### src/vdit_pkg.sv
`default_nettype none
package vdit_pkg;

  // Default number of key table entries
  localparam int unsigned TABLE_CAPACITY_DEF = 256;

  // Width of the coordinate fields and of the result index
  localparam int unsigned COORD_W = 64;
  localparam int unsigned INDEX_W = 8;

  // Controller states
  typedef enum logic [1:0] {
    ST_IDLE,
    ST_SCAN,
    ST_DONE
  } state_t;

  // Controller to datapath
  typedef struct packed {
    logic start;   // latch the key, rewind the scan
    logic scan;    // issue the next table read, compare the last one
    logic finish;  // load the result register, insert on a miss with room
  } dp_cmd_t;

  // Datapath to controller
  typedef struct packed {
    logic match;      // registered entry equals the key
    logic scan_done;  // all used entries read and compared
    logic out_free;   // result register can take a beat
  } dp_status_t;

endpackage
`default_nettype wire

### src/vdit_ctrl.sv
`default_nettype none
module vdit_ctrl
  import vdit_pkg::*;
(
  input  wire logic       clk,
  input  wire logic       rst,
  input  wire logic       in_valid,
  output logic            in_ready,
  input  wire dp_status_t status,
  output dp_cmd_t         cmd
);

  state_t state;
  state_t state_next;

  // Hold the state
  always_ff @(posedge clk) begin
    if (rst) begin
      state <= ST_IDLE;
    end else begin
      state <= state_next;
    end
  end

  // Sequence one vertex: scan the table, then deliver the result
  always_comb begin
    state_next = state;
    in_ready   = 1'b0;
    cmd        = '0;
    unique case (state)
      ST_IDLE: begin
        in_ready = 1'b1;
        if (in_valid) begin
          cmd.start  = 1'b1;
          state_next = ST_SCAN;
        end
      end
      ST_SCAN: begin
        cmd.scan = 1'b1;
        if (status.match || status.scan_done) begin
          state_next = ST_DONE;
        end
      end
      ST_DONE: begin
        if (status.out_free) begin
          cmd.finish = 1'b1;
          state_next = ST_IDLE;
        end
      end
      default: begin
        state_next = ST_IDLE;
      end
    endcase
  end

endmodule
`default_nettype wire

### config.mk
export PLATFORM = sky130hd
export DESIGN_NAME = vdit_ctrl
export DESIGN_NICKNAME = d
export VERILOG_FILES = /design/src/vdit_pkg.sv /design/src/vdit_ctrl.sv
export SDC_FILE = /design/constraint.sdc
export NUM_CORES = 1
export LEC_CHECK = 0
export BUFFER_PORTS_ARGS = -buffer_cell sky130_fd_sc_hd__buf_2
export CAP_MARGIN = 20
export CORE_AREA = 2 2 39 41
export CTS_CLUSTER_DIAMETER = 100
export DETAILED_ROUTE_END_ITERATION = 10
export DIE_AREA = 0 0 41 43
export MAX_ROUTING_LAYER = met4
export SKIP_LAST_GASP = 1
export SYNTH_ARGS = -nofsm -noshare
export SYNTH_HDL_FRONTEND = slang
export SYNTH_SLANG_ARGS = --single-unit
### constraint.sdc
create_clock -name clk -period 1.3 [get_ports clk]
set_clock_uncertainty 0.2 [all_clocks]
set_input_delay 0 -clock clk [delete_from_list [all_inputs] [get_ports clk]]
set_output_delay 0 -clock clk [all_outputs]
set_load 0.02 [all_outputs]
==> flow_summary.html, run 1 <==
<table>
<tr><th>Metric</th><th>Value</th></tr>
<tr><th colspan="2">Status</th></tr>
<tr><td>Run status</td><td>complete, no violations</td></tr>
<tr><th colspan="2">Floorplanning</th></tr>
<tr><td>Effective utilization at floorplan</td><td>0.07505</td></tr>
<tr><td>Placement row count</td><td>14</td></tr>
<tr><td>I/O pins</td><td>10</td></tr>
<tr><td>Height of the die</td><td>43 microns</td></tr>
<tr><td>Horizontal die dimension</td><td>41 microns</td></tr>
<tr><td>Area of the core</td><td>0.001384 sq mm</td></tr>
<tr><td>Die area</td><td>0.001763 sq mm</td></tr>
<tr><th colspan="2">Setup path</th></tr>
<tr><td>Combined buffer and inverter count along the critical path</td><td>1</td></tr>
<tr><td>Data arrival time of the critical path</td><td>970 ps</td></tr>
<tr><td>Cell Chain, Critical Path</td><td>and2b_2 &gt; buf_2</td></tr>
<tr><td>Standard cell with the maximum stage delay on the critical path</td><td>dfxtp_1</td></tr>
<tr><td>End of the worst register-to-register path</td><td>state[1]</td></tr>
<tr><td>Endpoint required time on the critical path</td><td>1100 ps</td></tr>
<tr><td>Reg2Reg Setup Slack</td><td>190 ps</td></tr>
<tr><td>Worst reg-to-reg path cell count</td><td>2</td></tr>
<tr><td>Startpoint Class</td><td>flip-flop</td></tr>
<tr><td>Top fanout value on the critical path</td><td>5</td></tr>
<tr><td>Endpoint class of the critical path</td><td>primary output</td></tr>
<tr><td>Kind of critical path</td><td>flip-flop to primary output</td></tr>
<tr><td>Category of cells accounting for the largest share of critical-path delay</td><td>flip-flops</td></tr>
<tr><td>Startpoint of the lowest-slack register-to-register path</td><td>state[1]</td></tr>
<tr><td>Peak per-stage delay on the critical path</td><td>360 ps</td></tr>
<tr><th colspan="2">Detailed routing</th></tr>
<tr><td>DRC viols</td><td>0</td></tr>
<tr><td>Vias per inst</td><td>3.261</td></tr>
<tr><td>Iter 0 DRT Violations</td><td>0</td></tr>
<tr><td>Detailed-routing iteration count for the pre-antenna-repair pass</td><td>1</td></tr>
<tr><td>Via count of the routed design</td><td>150</td></tr>
<tr><td>Routed WL per cell</td><td>6.587 microns</td></tr>
<tr><td>Total detailed-routing wirelength</td><td>303 microns</td></tr>
<tr><td>Number of antenna-violating nets in the routed design</td><td>0</td></tr>
<tr><th colspan="2">Cells and area</th></tr>
<tr><td>Commonest cells after routing, fill and taps aside</td><td>9 x buf_2, 5 x dlygate4sd3_1, 3 x nor2_1, 3 x clkbuf_4, 2 x dfxtp_1</td></tr>
<tr><td>Layout Nets</td><td>38</td></tr>
<tr><td>Largest register FFs</td><td>2</td></tr>
<tr><td>Non-Filler Instances</td><td>46</td></tr>
<tr><td>Antenna fix cells</td><td>0</td></tr>
<tr><td>Commonest non-fill, non-tap cell in the layout</td><td>buf_2</td></tr>
<tr><td>Register with the highest flop count</td><td>state</td></tr>
<tr><td>Layout Area Growth over Synthesis</td><td>132.5%</td></tr>
<tr><td>Top flop regs</td><td>state (2)</td></tr>
<tr><td>Ratio of cells with drive above 1 in the final layout</td><td>0.4333</td></tr>
<tr><td>Final-layout fill cell count</td><td>154</td></tr>
<tr><th colspan="2">STA</th></tr>
<tr><td>Hold slack final</td><td>280.4 ps</td></tr>
<tr><td>Peak Freq</td><td>853.5 MHz</td></tr>
<tr><td>Final setup violating endpoints</td><td>0</td></tr>
<tr><td>Worst max-slew margin expressed relative to the limit</td><td>0.8951</td></tr>
<tr><td>Fraction of the cycle the final worst path needs</td><td>0.9013</td></tr>
<tr><td>TNS Setup</td><td>0 ps</td></tr>
<tr><td>Fin. max-slew vios</td><td>0</td></tr>
<tr><td>Minimum clock period after layout</td><td>1172 ps</td></tr>
<tr><td>Transition at the pin with the smallest max-transition slack</td><td>155.8 ps</td></tr>
<tr><td>Final hold violation count</td><td>0</td></tr>
<tr><td>RSZ-0062 raised after global routing</td><td>no</td></tr>
<tr><th colspan="2">Yosys</th></tr>
<tr><td>Most area-consuming cells after synthesis</td><td>dfxtp_1 39%, nor2_1 11%, mux2i_1 9.6%, and2b_2 8.4%, or3b_1 8.4%</td></tr>
<tr><td>Warnings, synthesis</td><td>0</td></tr>
<tr><td>Count of state elements after synthesis</td><td>2</td></tr>
<tr><td>Number of unique standard cell types used by synthesis</td><td>10</td></tr>
<tr><td>Fraction of synthesized cell area taken by the top area cell type</td><td>0.3855</td></tr>
<tr><td>Synth area leader</td><td>dfxtp_1</td></tr>
<tr><td>Synth Net Count</td><td>19</td></tr>
<tr><td>Cell count after synthesis</td><td>13</td></tr>
<tr><td>Post-Synthesis Mean Instance Area</td><td>7.988 sq um</td></tr>
<tr><td>Sequential-to-total area share from yosys stat</td><td>0.3855</td></tr>
<tr><td>Cell area after technology mapping</td><td>103.9 sq um</td></tr>
<tr><th colspan="2">Clock network</th></tr>
<tr><td>Inserted Clock Buffers</td><td>3</td></tr>
<tr><td>Num Clock Sinks</td><td>2</td></tr>
<tr><td>Clock latency on the worst-skew pair</td><td>220 ps</td></tr>
<tr><td>Clock transition at the registers of the reported paths</td><td>30 ps</td></tr>
<tr><td>H-tree lvl count</td><td>1</td></tr>
<tr><td>Total setup buffers inserted after CTS</td><td>0</td></tr>
<tr><td>Maximum number of buffers from clock root to sink</td><td>2</td></tr>
<tr><td>TritonCTS clock tree</td><td>done</td></tr>
<tr><td>Resize count post-CTS</td><td>0</td></tr>
<tr><td>Root buffer cell</td><td>clkbuf_4</td></tr>
<tr><th colspan="2">Global routing</th></tr>
<tr><td>GRT Total Usage</td><td>0.04620</td></tr>
<tr><td>Pin count of the biggest net entering global routing</td><td>6</td></tr>
<tr><td>Total grt overflow</td><td>0</td></tr>
<tr><td>Number of antenna violations at the first check in global routing</td><td>0</td></tr>
<tr><td>Wire length of the first global-routing pass</td><td>448 microns</td></tr>
<tr><td>Via count of the first global-routing pass</td><td>147</td></tr>
<tr><th colspan="2">Placed design</th></tr>
<tr><td>DP Wirelength</td><td>218.2 microns</td></tr>
<tr><td>Count of port buffers added during placement</td><td>9</td></tr>
<tr><td>Cell count after placement</td><td>38</td></tr>
<tr><td>Global placer's final weighted congestion</td><td>0.4355</td></tr>
<tr><th colspan="2">Min path</th></tr>
<tr><td>Launch point of the worst hold path</td><td>state[1]</td></tr>
<tr><td>Sink of the worst hold path</td><td>state[0]</td></tr>
<tr><td>Class of the tightest hold or removal check</td><td>flip-flop to flip-flop</td></tr>
<tr><td>Worst hold path depth</td><td>1</td></tr>
<tr><th colspan="2">Power</th></tr>
<tr><td>Power density normalized to cell area</td><td>1082 mW/mm^2</td></tr>
<tr><td>Leak</td><td>0.1114 nW</td></tr>
<tr><td>Worst voltage drop across the vdd grid</td><td>0.1850 mV</td></tr>
<tr><th colspan="2">Job</th></tr>
<tr><td>MaxCap Viol Count</td><td>0</td></tr>
</table>
metal layers:
layer	global-route usage	vias to the layer above	wire length, microns
met5	-	-	0
li1	-	79	-
met2	0.05625	9	162
met4	0.08000	0	0
met3	0.03141	0	38
met1	0.02875	62	103
synth_stat cells:
| cell | number |
|---|---|
| a21oi_1 | 1 |
| and2_1 | 1 |
| and2b_2 | 1 |
| dfxtp_1 | 2 |
| mux2i_1 | 1 |
| nand2_1 | 1 |
| nor2_1 | 3 |
| nor3_1 | 1 |
| o21ai_0 | 1 |
| or3b_1 | 1 |
worst register-to-register path, cell delays in order, from the launching register on:
cell and delay [ps]:
dfxtp_1 360, or3b_1 360, a21oi_1 120
metrics by stage:
| step | area, sq um | setup slack, ps | power [mW] | util |
|---|---|---|---|---|
| 6_report | 241.5 | 128.3 | 0.2613 | 0.1745 |
| 3_3_place_gp | 168.9 | 206.2 | 0.1165 | 0.1221 |
| 3_5_place_dp | 168.9 | 192.5 | 0.1168 | 0.1221 |
| 2_1_floorplan | 103.9 | 153.6 | 0.09709 | - |
| 5_1_grt | 241.5 | 83.41 | 0.2876 | 0.1745 |
| 4_1_cts | 241.5 | 112.0 | 0.2734 | 0.1745 |
layout make-up:
cell class / instances / area [sq um] / area share
multi-input combinational: 11 / 63.81 / 0.2642
sequential: 2 / 40.04 / 0.1658
timing repair buffer: 14 / 95.09 / 0.3938
tap: 16 / 20.02 / 0.08290
clock buffer: 3 / 22.52 / 0.09326
where the power goes:
group | total (mW) | internal (mW) | switching [mW]
logic | 0.0562 | 0.0301 | 0.0261
registers | 0.0704 | 0.0660 | 0.00441
clock network | 0.135 | 0.102 | 0.0330
worst max path at each step:
| stage | from | to | slack (ps) | depth (start not counted) |
|---|---|---|---|---|
| floorplan | state[0] | cmd[2] | 150 | 2 |
| global placement | state[1] | state[1] | 210 | 2 |
| finish | state[1] | cmd[1] | 130 | 2 |
| global route | state[0] | cmd[2] | 80 | 3 |
| detailed placement | state[1] | state[1] | 190 | 2 |
| CTS | state[1] | cmd[1] | 110 | 2 |
logic make-up after synthesis:
| family | after synthesis | share of synthesized area |
|---|---|---|
| and+or+nand+nor | 8 | 0.4217 |
| DFF | 2 | 0.3856 |
| AOI/OAI and AO/OA | 2 | 0.09629 |
| muxes | 1 | 0.09639 |
what timing repair did:
item / 4_1_cts / 5_1_grt
hold endpoints to repair: 2 / 0
hold buffers: 5 / 0
endpoints found under the setup margin: 0 / 0
(Power assumes the default switching activity.)
==> run 2: changes to the inputs <==
--- a/config.mk
+++ b/config.mk
@@ -8,6 +8,7 @@
 export BUFFER_PORTS_ARGS = -buffer_cell sky130_fd_sc_hd__buf_2
 export CAP_MARGIN = 20
 export CORE_AREA = 2 2 39 41
+export CTS_BUF_LIST = sky130_fd_sc_hd__clkbuf_8 sky130_fd_sc_hd__clkbuf_16
 export CTS_CLUSTER_DIAMETER = 100
 export DETAILED_ROUTE_END_ITERATION = 10
 export DIE_AREA = 0 0 41 43
==> run 2 against run 1 <==
  * Sequential power hardly changed
  * Die area stayed put
  * Routed wire length is 5.6% higher
  * Combinational power hardly changed
  * Worst hold slack worse by 1.5 ps
  * Sequential share of layout area is 1.2 points lower
  * Global-route usage is 0.41 points higher
  * First-iteration DRC count stayed put
  * Final cell count stayed put
  * Largest cell class unchanged
  * Largest power group unchanged
  * Highest routed layer unchanged
==> flow_summary.html, run 2 (synthesis gave the netlist of run 1 again) <==
<table>
<tr><th>Metric</th><th>Value</th></tr>
<tr><th colspan="2">Setup path</th></tr>
<tr><td>Kind of critical path</td><td>input port to flip-flop</td></tr>
<tr><td>Endpoint class of the critical path</td><td>flip-flop</td></tr>
<tr><td>Top fanout value on the critical path</td><td>2 (-3)</td></tr>
<tr><td>Startpoint of the lowest-slack register-to-register path</td><td>state[1]</td></tr>
<tr><td>Reg2Reg Setup Slack</td><td>190 ps (about the same)</td></tr>
<tr><td>Startpoint Class</td><td>input port</td></tr>
<tr><td>Data arrival time of the critical path</td><td>1110 ps (+140 ps)</td></tr>
<tr><td>Worst reg-to-reg path cell count</td><td>2 (unchanged)</td></tr>
<tr><td>Endpoint required time on the critical path</td><td>1240 ps (+140 ps)</td></tr>
<tr><td>End of the worst register-to-register path</td><td>state[1]</td></tr>
<tr><th colspan="2">Cells and area</th></tr>
<tr><td>Top flop regs</td><td>state (2)</td></tr>
<tr><td>Commonest cells after routing, fill and taps aside</td><td>9 x buf_2, 5 x dlygate4sd3_1, 3 x nor2_1, 3 x clkbuf_8, 2 x dfxtp_1</td></tr>
<tr><td>Antenna fix cells</td><td>0 (unchanged)</td></tr>
<tr><td>Commonest non-fill, non-tap cell in the layout</td><td>buf_2</td></tr>
<tr><td>Largest register FFs</td><td>2 (unchanged)</td></tr>
<tr><td>Layout Nets</td><td>38 (unchanged)</td></tr>
<tr><td>Register with the highest flop count</td><td>state</td></tr>
<tr><td>Layout Area Growth over Synthesis</td><td>150.6%</td></tr>
<tr><td>Final-layout fill cell count</td><td>153 (-0.65%)</td></tr>
<tr><td>Ratio of cells with drive above 1 in the final layout</td><td>0.4333 (unchanged)</td></tr>
<tr><td>Summed area of non-filler cells in the final layout</td><td>260.3 sq um (+7.8%)</td></tr>
<tr><th colspan="2">Global routing</th></tr>
<tr><td>Wire length of the first global-routing pass</td><td>455 microns (+1.6%)</td></tr>
<tr><td>Number of antenna violations at the first check in global routing</td><td>0 (unchanged)</td></tr>
<tr><td>Pin count of the biggest net entering global routing</td><td>6 (unchanged)</td></tr>
<tr><td>Via count of the first global-routing pass</td><td>144 (-2.0%)</td></tr>
<tr><td>Total grt overflow</td><td>0 (unchanged)</td></tr>
<tr><td>GRT Total Usage</td><td>0.05031 (+0.004107)</td></tr>
<tr><th colspan="2">Placed design</th></tr>
<tr><td>Count of port buffers added during placement</td><td>9 (unchanged)</td></tr>
<tr><td>DP Wirelength</td><td>218.2 microns (unchanged)</td></tr>
<tr><td>Post-Place Setup Slack</td><td>192.5 ps (unchanged)</td></tr>
<tr><td>Global placer's final weighted congestion</td><td>0.4355 (unchanged)</td></tr>
<tr><td>Placed Area</td><td>168.9 sq um (unchanged)</td></tr>
<tr><th colspan="2">Clock network</th></tr>
<tr><td>Inserted Clock Buffers</td><td>3 (unchanged)</td></tr>
<tr><td>Root buffer cell</td><td>clkbuf_8</td></tr>
<tr><td>Clock latency on the worst-skew pair</td><td>210 ps (about the same)</td></tr>
<tr><td>Maximum number of buffers from clock root to sink</td><td>2 (unchanged)</td></tr>
<tr><td>TritonCTS clock tree</td><td>done</td></tr>
<tr><td>Num Clock Sinks</td><td>2 (unchanged)</td></tr>
<tr><td>Clock transition at the registers of the reported paths</td><td>30 ps (about the same)</td></tr>
<tr><td>H-tree lvl count</td><td>1 (unchanged)</td></tr>
<tr><td>Resize count post-CTS</td><td>0 (unchanged)</td></tr>
<tr><th colspan="2">Detailed routing</th></tr>
<tr><td>Detailed-routing iteration count for the pre-antenna-repair pass</td><td>1 (unchanged)</td></tr>
<tr><td>Total detailed-routing wirelength</td><td>320 microns (+5.6%)</td></tr>
<tr><td>Iter 0 DRT Violations</td><td>0 (unchanged)</td></tr>
<tr><td>Via count of the routed design</td><td>148 (-1.3%)</td></tr>
<tr><td>Routed WL per cell</td><td>6.957 microns (+5.6%)</td></tr>
<tr><td>Number of antenna-violating nets in the routed design</td><td>0 (unchanged)</td></tr>
<tr><td>Vias per inst</td><td>3.217 (-1.3%)</td></tr>
<tr><td>DRC viols</td><td>0 (unchanged)</td></tr>
<tr><th colspan="2">Floorplanning</th></tr>
<tr><td>Die area</td><td>0.001763 sq mm (unchanged)</td></tr>
<tr><td>Placement row count</td><td>14 (unchanged)</td></tr>
<tr><td>Area of the core</td><td>0.001384 sq mm (unchanged)</td></tr>
<tr><td>Height of the die</td><td>43 microns (unchanged)</td></tr>
<tr><td>Horizontal die dimension</td><td>41 microns (unchanged)</td></tr>
<tr><td>Effective utilization at floorplan</td><td>0.07505 (unchanged)</td></tr>
<tr><td>I/O pins</td><td>10 (unchanged)</td></tr>
<tr><th colspan="2">Min path</th></tr>
<tr><td>Sink of the worst hold path</td><td>state[0]</td></tr>
<tr><td>Worst hold path depth</td><td>1 (unchanged)</td></tr>
<tr><td>Class of the tightest hold or removal check</td><td>flip-flop to flip-flop</td></tr>
<tr><td>Launch point of the worst hold path</td><td>state[1]</td></tr>
<tr><th colspan="2">Status</th></tr>
<tr><td>Run status</td><td>complete, no violations</td></tr>
<tr><th colspan="2">STA</th></tr>
<tr><td>Worst max-slew margin expressed relative to the limit</td><td>0.9104 (+0.01535)</td></tr>
<tr><td>Peak Freq</td><td>850.8 MHz (-0.31%)</td></tr>
<tr><td>Fin. max-slew vios</td><td>0 (unchanged)</td></tr>
<tr><td>Final setup violating endpoints</td><td>0 (unchanged)</td></tr>
<tr><td>Setup ws final</td><td>124.7 ps (-3.638 ps)</td></tr>
<tr><td>Final hold violation count</td><td>0 (unchanged)</td></tr>
<tr><td>TNS Setup</td><td>0 ps (unchanged)</td></tr>
<tr><td>Transition at the pin with the smallest max-transition slack</td><td>130.7 ps (-25.11 ps)</td></tr>
<tr><td>Fraction of the cycle the final worst path needs</td><td>0.9041 (+0.002798)</td></tr>
<tr><td>Minimum clock period after layout</td><td>1175 ps (+3.638 ps)</td></tr>
<tr><td>RSZ-0062 raised after global routing</td><td>no</td></tr>
<tr><th colspan="2">Power</th></tr>
<tr><td>Leak</td><td>0.1192 nW (+7.0%)</td></tr>
<tr><td>Worst voltage drop across the vdd grid</td><td>0.2369 mV (+28%)</td></tr>
<tr><td>Power density normalized to cell area</td><td>1422 mW/mm^2 (+31%)</td></tr>
<tr><th colspan="2">Job</th></tr>
<tr><td>MaxCap Viol Count</td><td>0 (unchanged)</td></tr>
</table>
[run 2: cell count changes in the layout (fill, tap and decap cells not counted)]
cell	previous run	this run
clkbuf_4	3	0
clkbuf_8	0	3
[run 2: timing repair]
| item | in CTS | in global routing |
|---|---|---|
| setup buffers | 0 | 0 |
| hold buffers | 5 | 0 |
| hold endpoints to repair | 2 | 0 |
[run 2: critical path, stage by stage]
cell and delay [ps]:
dlygate4sd3_1 530, buf_2 120, or3b_1 340, a21oi_1 120
[run 2: how the worst max path moves through the flow]
stage,from,end,depth (start not counted)
3_5_place_dp,state[1],state[1],2
5_1_grt,status[0],state[1],4
6_report,status[0],state[1],4
3_3_place_gp,state[1],state[1],2
4_1_cts,status[0],state[1],4
2_1_floorplan,state[0],cmd[2],2
[run 2: metrics by stage]
step | utilization | std cells | hold slack [ps] | power, mW
floorplan | - | 13 | -130.9 | 0.09709
global placement | 0.1221 | 38 | -21.41 | 0.1165
detailed placement | 0.1221 | 38 | -18.02 | 0.1168
CTS | 0.1881 | 46 | 287.8 | 0.3830
global route | 0.1881 | 46 | 320.3 | 0.3903
finish | 0.1881 | 46 | 279.0 | 0.3702
[run 2: layout make-up]
| type | instances | area (sq um) | share of cell area |
|---|---|---|---|
| Timing Repair Buffer | 14 | 95.09 | 0.3654 |
| Multi-Input combinational cell | 11 | 63.81 | 0.2452 |
| Clock buffer | 3 | 41.29 | 0.1587 |
| Sequential cell | 2 | 40.04 | 0.1538 |
| Tap cell | 16 | 20.02 | 0.07692 |
[run 2: routing by layer]
| layer | vias up | share of wire | routed length (microns) | GRT usage |
|---|---|---|---|---|
| met1 | 60 | 0.33 | 105 | 0.02556 |
| met2 | 9 | 0.55 | 176 | 0.06250 |
| met4 | 0 | 0 | 0 | 0.1000 |
| li1 | 79 | - | - | - |
| met3 | 0 | 0.12 | 37 | 0.03141 |
| met5 | - | 0 | 0 | - |
[run 2: power breakdown]
part	internal [mW]	switching, mW	total, mW	leakage (nW)
Sequential	0.0661	0.00437	0.0704	0.0165
Combinational	0.0301	0.0262	0.0563	0.0812
Clock	0.196	0.0477	0.243	0.0216
Total	0.292	0.0783	0.370	0.119
==> run 3: changes to the inputs <==
--- a/config.mk
+++ b/config.mk
@@ -13,6 +13,7 @@
 export DETAILED_ROUTE_END_ITERATION = 10
 export DIE_AREA = 0 0 41 43
 export MAX_ROUTING_LAYER = met4
+export PLACE_DENSITY_LB_ADDON = 0.12
 export SKIP_LAST_GASP = 1
 export SYNTH_ARGS = -nofsm -noshare
 export SYNTH_HDL_FRONTEND = slang
==> run 3 against run 2 <==
  * Final cell count unchanged
  * Core utilization unchanged
  * Critical path depth unchanged
  * Clock power about the same
  * Routed wire length increased by 14%
  * Design area unchanged
  * Via count decreased by 6.1%
  * Power decreased by 0.59%
  * Critical endpoint unchanged
  * Largest cell class unchanged
  * Largest power group unchanged
==> flow_summary.html, run 3 (synthesis gave the netlist of run 1 again) <==
<table>
<tr><th>Metric</th><th>Value</th></tr>
<tr><th colspan="2">Clock network</th></tr>
<tr><td>Num Clock Sinks</td><td>2 (unchanged)</td></tr>
<tr><td>TritonCTS clock tree</td><td>done</td></tr>
<tr><td>Resize count post-CTS</td><td>0 (unchanged)</td></tr>
<tr><td>Clock transition at the registers of the reported paths</td><td>30 ps (about the same)</td></tr>
<tr><td>H-tree lvl count</td><td>1 (unchanged)</td></tr>
<tr><td>Inserted Clock Buffers</td><td>3 (unchanged)</td></tr>
<tr><td>Root buffer cell</td><td>clkbuf_8</td></tr>
<tr><td>Maximum number of buffers from clock root to sink</td><td>2 (unchanged)</td></tr>
<tr><td>Clock latency on the worst-skew pair</td><td>210 ps (about the same)</td></tr>
<tr><th colspan="2">Power</th></tr>
<tr><td>Switching share of power</td><td>0.2077 (-0.003758)</td></tr>
<tr><td>Leak</td><td>0.1192 nW (unchanged)</td></tr>
<tr><td>Power share of the sequential group</td><td>0.194 (+0.004)</td></tr>
<tr><td>Net switching component of the power</td><td>76.44 uW (-2.4%)</td></tr>
<tr><td>Clock power frac</td><td>0.651 (-0.007)</td></tr>
<tr><td>Gate power share</td><td>0.156 (+0.004)</td></tr>
<tr><td>Internal power summed over all cells</td><td>291.6 uW (-0.11%)</td></tr>
<tr><td>Worst voltage drop across the vdd grid</td><td>0.5168 mV (+120%)</td></tr>
<tr><td>Post-route total power</td><td>368.0 uW (-0.59%)</td></tr>
<tr><td>Power density normalized to cell area</td><td>1414 mW/mm^2 (-0.59%)</td></tr>
<tr><th colspan="2">STA</th></tr>
<tr><td>Worst max-slew margin expressed relative to the limit</td><td>0.8696 (-0.04084)</td></tr>
<tr><td>RSZ-0062 raised after global routing</td><td>no</td></tr>
<tr><td>Fin. max-slew vios</td><td>0 (unchanged)</td></tr>
<tr><td>Final setup violating endpoints</td><td>0 (unchanged)</td></tr>
<tr><td>Fraction of the cycle the final worst path needs</td><td>0.9190 (+0.01491)</td></tr>
<tr><td>Transition at the pin with the smallest max-transition slack</td><td>193.6 ps (+62.96 ps)</td></tr>
<tr><td>Hold slack final</td><td>295.4 ps (+16.47 ps)</td></tr>
<tr><td>Final hold violation count</td><td>0 (unchanged)</td></tr>
<tr><td>Peak Freq</td><td>837.0 MHz (-1.6%)</td></tr>
<tr><td>TNS Setup</td><td>0 ps (unchanged)</td></tr>
<tr><td>Setup ws final</td><td>105.3 ps (-19.39 ps)</td></tr>
<tr><td>Minimum clock period after layout</td><td>1195 ps (+19.39 ps)</td></tr>
<tr><th colspan="2">Floorplanning</th></tr>
<tr><td>Area of the core</td><td>0.001384 sq mm (unchanged)</td></tr>
<tr><td>Die area</td><td>0.001763 sq mm (unchanged)</td></tr>
<tr><td>Effective utilization at floorplan</td><td>0.07505 (unchanged)</td></tr>
<tr><td>I/O pins</td><td>10 (unchanged)</td></tr>
<tr><td>Horizontal die dimension</td><td>41 microns (unchanged)</td></tr>
<tr><td>Height of the die</td><td>43 microns (unchanged)</td></tr>
<tr><td>Placement row count</td><td>14 (unchanged)</td></tr>
<tr><th colspan="2">Cells and area</th></tr>
<tr><td>Register with the highest flop count</td><td>state</td></tr>
<tr><td>Ratio of cells with drive above 1 in the final layout</td><td>0.4333 (unchanged)</td></tr>
<tr><td>Post-layout utilization of the core</td><td>0.1881 (unchanged)</td></tr>
<tr><td>Final-layout fill cell count</td><td>157 (+2.6%)</td></tr>
<tr><td>Non-Filler Instances</td><td>46 (unchanged)</td></tr>
<tr><td>Summed area of non-filler cells in the final layout</td><td>260.3 sq um (unchanged)</td></tr>
<tr><td>Top flop regs</td><td>state (2)</td></tr>
<tr><td>Commonest cells after routing, fill and taps aside</td><td>9 x buf_2, 5 x dlygate4sd3_1, 3 x nor2_1, 3 x clkbuf_8, 2 x dfxtp_1</td></tr>
<tr><td>Layout Area Growth over Synthesis</td><td>150.6% (unchanged)</td></tr>
<tr><td>Antenna fix cells</td><td>0 (unchanged)</td></tr>
<tr><td>Multi-input gate area</td><td>63.81 sq um (unchanged)</td></tr>
<tr><td>Commonest non-fill, non-tap cell in the layout</td><td>buf_2</td></tr>
<tr><td>Largest register FFs</td><td>2 (unchanged)</td></tr>
<tr><td>Layout Nets</td><td>38 (unchanged)</td></tr>
<tr><td>FF/Latch Area</td><td>40.04 sq um (unchanged)</td></tr>
<tr><th colspan="2">Setup path</th></tr>
<tr><td>Peak per-stage delay on the critical path</td><td>530 ps (about the same)</td></tr>
<tr><td>Endpoint required time on the critical path</td><td>1230 ps (about the same)</td></tr>
<tr><td>Startpoint of the lowest-slack register-to-register path</td><td>state[1]</td></tr>
<tr><td>End of the worst register-to-register path</td><td>state[1]</td></tr>
<tr><td>Reg2Reg Setup Slack</td><td>170 ps (-20 ps)</td></tr>
<tr><td>Top fanout value on the critical path</td><td>2 (unchanged)</td></tr>
<tr><td>Worst reg-to-reg path cell count</td><td>2 (unchanged)</td></tr>
<tr><td>Data arrival time of the critical path</td><td>1130 ps (+20 ps)</td></tr>
<tr><td>Standard cell with the maximum stage delay on the critical path</td><td>dlygate4sd3_1</td></tr>
<tr><td>Cell Chain, Critical Path</td><td>dlygate4sd3_1 &gt; buf_2 &gt; or3b_1 &gt; a21oi_1</td></tr>
<tr><td>Kind of critical path</td><td>input port to flip-flop</td></tr>
<tr><td>Endpoint class of the critical path</td><td>flip-flop</td></tr>
<tr><td>Startpoint Class</td><td>input port</td></tr>
<tr><th colspan="2">Placed design</th></tr>
<tr><td>DP Wirelength</td><td>251.4 microns (+15%)</td></tr>
<tr><td>Placed Area</td><td>168.9 sq um (unchanged)</td></tr>
<tr><td>Global placer's final weighted congestion</td><td>0.5799 (+33%)</td></tr>
<tr><td>Post-Place Setup Slack</td><td>168.2 ps (-24.30 ps)</td></tr>
<tr><td>Count of port buffers added during placement</td><td>9 (unchanged)</td></tr>
<tr><td>Cell count after placement</td><td>38 (unchanged)</td></tr>
<tr><th colspan="2">Detailed routing</th></tr>
<tr><td>Detailed-routing iteration count for the pre-antenna-repair pass</td><td>1 (unchanged)</td></tr>
<tr><td>Iter 0 DRT Violations</td><td>0 (unchanged)</td></tr>
<tr><td>Number of antenna-violating nets in the routed design</td><td>0 (unchanged)</td></tr>
<tr><td>Total detailed-routing wirelength</td><td>364 microns (+14%)</td></tr>
<tr><td>Via count of the routed design</td><td>139 (-6.1%)</td></tr>
<tr><td>Routed WL per cell</td><td>7.913 microns (+14%)</td></tr>
<tr><td>Vias per inst</td><td>3.022 (-6.1%)</td></tr>
<tr><td>DRC viols</td><td>0 (unchanged)</td></tr>
<tr><th colspan="2">Min path</th></tr>
<tr><td>Sink of the worst hold path</td><td>state[0]</td></tr>
<tr><td>Worst hold path depth</td><td>1 (unchanged)</td></tr>
<tr><td>Launch point of the worst hold path</td><td>state[1]</td></tr>
<tr><td>Class of the tightest hold or removal check</td><td>flip-flop to flip-flop</td></tr>
<tr><th colspan="2">Global routing</th></tr>
<tr><td>Pin count of the biggest net entering global routing</td><td>6 (unchanged)</td></tr>
<tr><td>Total grt overflow</td><td>0 (unchanged)</td></tr>
<tr><td>Number of antenna violations at the first check in global routing</td><td>0 (unchanged)</td></tr>
<tr><td>GRT Total Usage</td><td>0.04415 (-0.006160)</td></tr>
<tr><td>Via count of the first global-routing pass</td><td>123 (-15%)</td></tr>
<tr><td>Wire length of the first global-routing pass</td><td>448 microns (-1.5%)</td></tr>
<tr><th colspan="2">Job</th></tr>
<tr><td>MaxCap Viol Count</td><td>0 (unchanged)</td></tr>
<tr><th colspan="2">Status</th></tr>
<tr><td>Run status</td><td>complete, no violations</td></tr>
</table>
==> run 3: cell counts in the layout (fill, tap and decap cells not counted) <==
Identical to the previous run, type by type.
==> run 3: what timing repair did <==
| action | 4_1_cts | 5_1_grt |
|---|---|---|
| endpoints found under the hold margin | 2 | 0 |
| endpoints found under the setup margin | 0 | 0 |
| setup buffers | 0 | 0 |
| hold buffers | 5 | 0 |
==> run 3: per-layer routing <==
layer / part of all wire / GRT usage / up-vias
li1: - / - / 79
met1: 0.57 / 0.05751 / 51
met3: 0.093 / 0.01571 / 0
met5: 0 / - / -
met2: 0.33 / 0.04063 / 9
met4: 0 / 0.06000 / 0
==> run 3: area by class of cell <==
class                      instances  area share
tap                               16     0.07692
timing repair buffer              14      0.3654
clock buffer                       3      0.1587
multi-input combinational         11      0.2452
sequential                         2      0.1538
==> run 3: worst max path at each step <==
stage | start | end | slack (ps) | cells after the start
final | status[0] | state[1] | 110 | 4
after detailed placement | state[1] | state[1] | 170 | 2
after global routing | status[0] | state[1] | 40 | 4
after global placement | state[1] | state[1] | 210 | 2
after CTS | state[0] | cmd[2] | 110 | 3
after floorplan | state[0] | cmd[2] | 150 | 2
==> run 3: power groups by stage <==
stage	sequential [mW]	clock, mW	combinational, mW
floorplan	0.0705	0	0.0266
global placement	0.0716	0	0.0454
detailed placement	0.0718	0	0.0462
CTS	0.0710	0.249	0.0577
global route	0.0720	0.256	0.0629
finish	0.0712	0.240	0.0573
==> run 3: critical path, delay by kind of cell <==
family                 cells  cell delay, ps
AOI/OAI and AO/OA          1             130
buffers and inverters      2             660
and+or+nand+nor            1             340
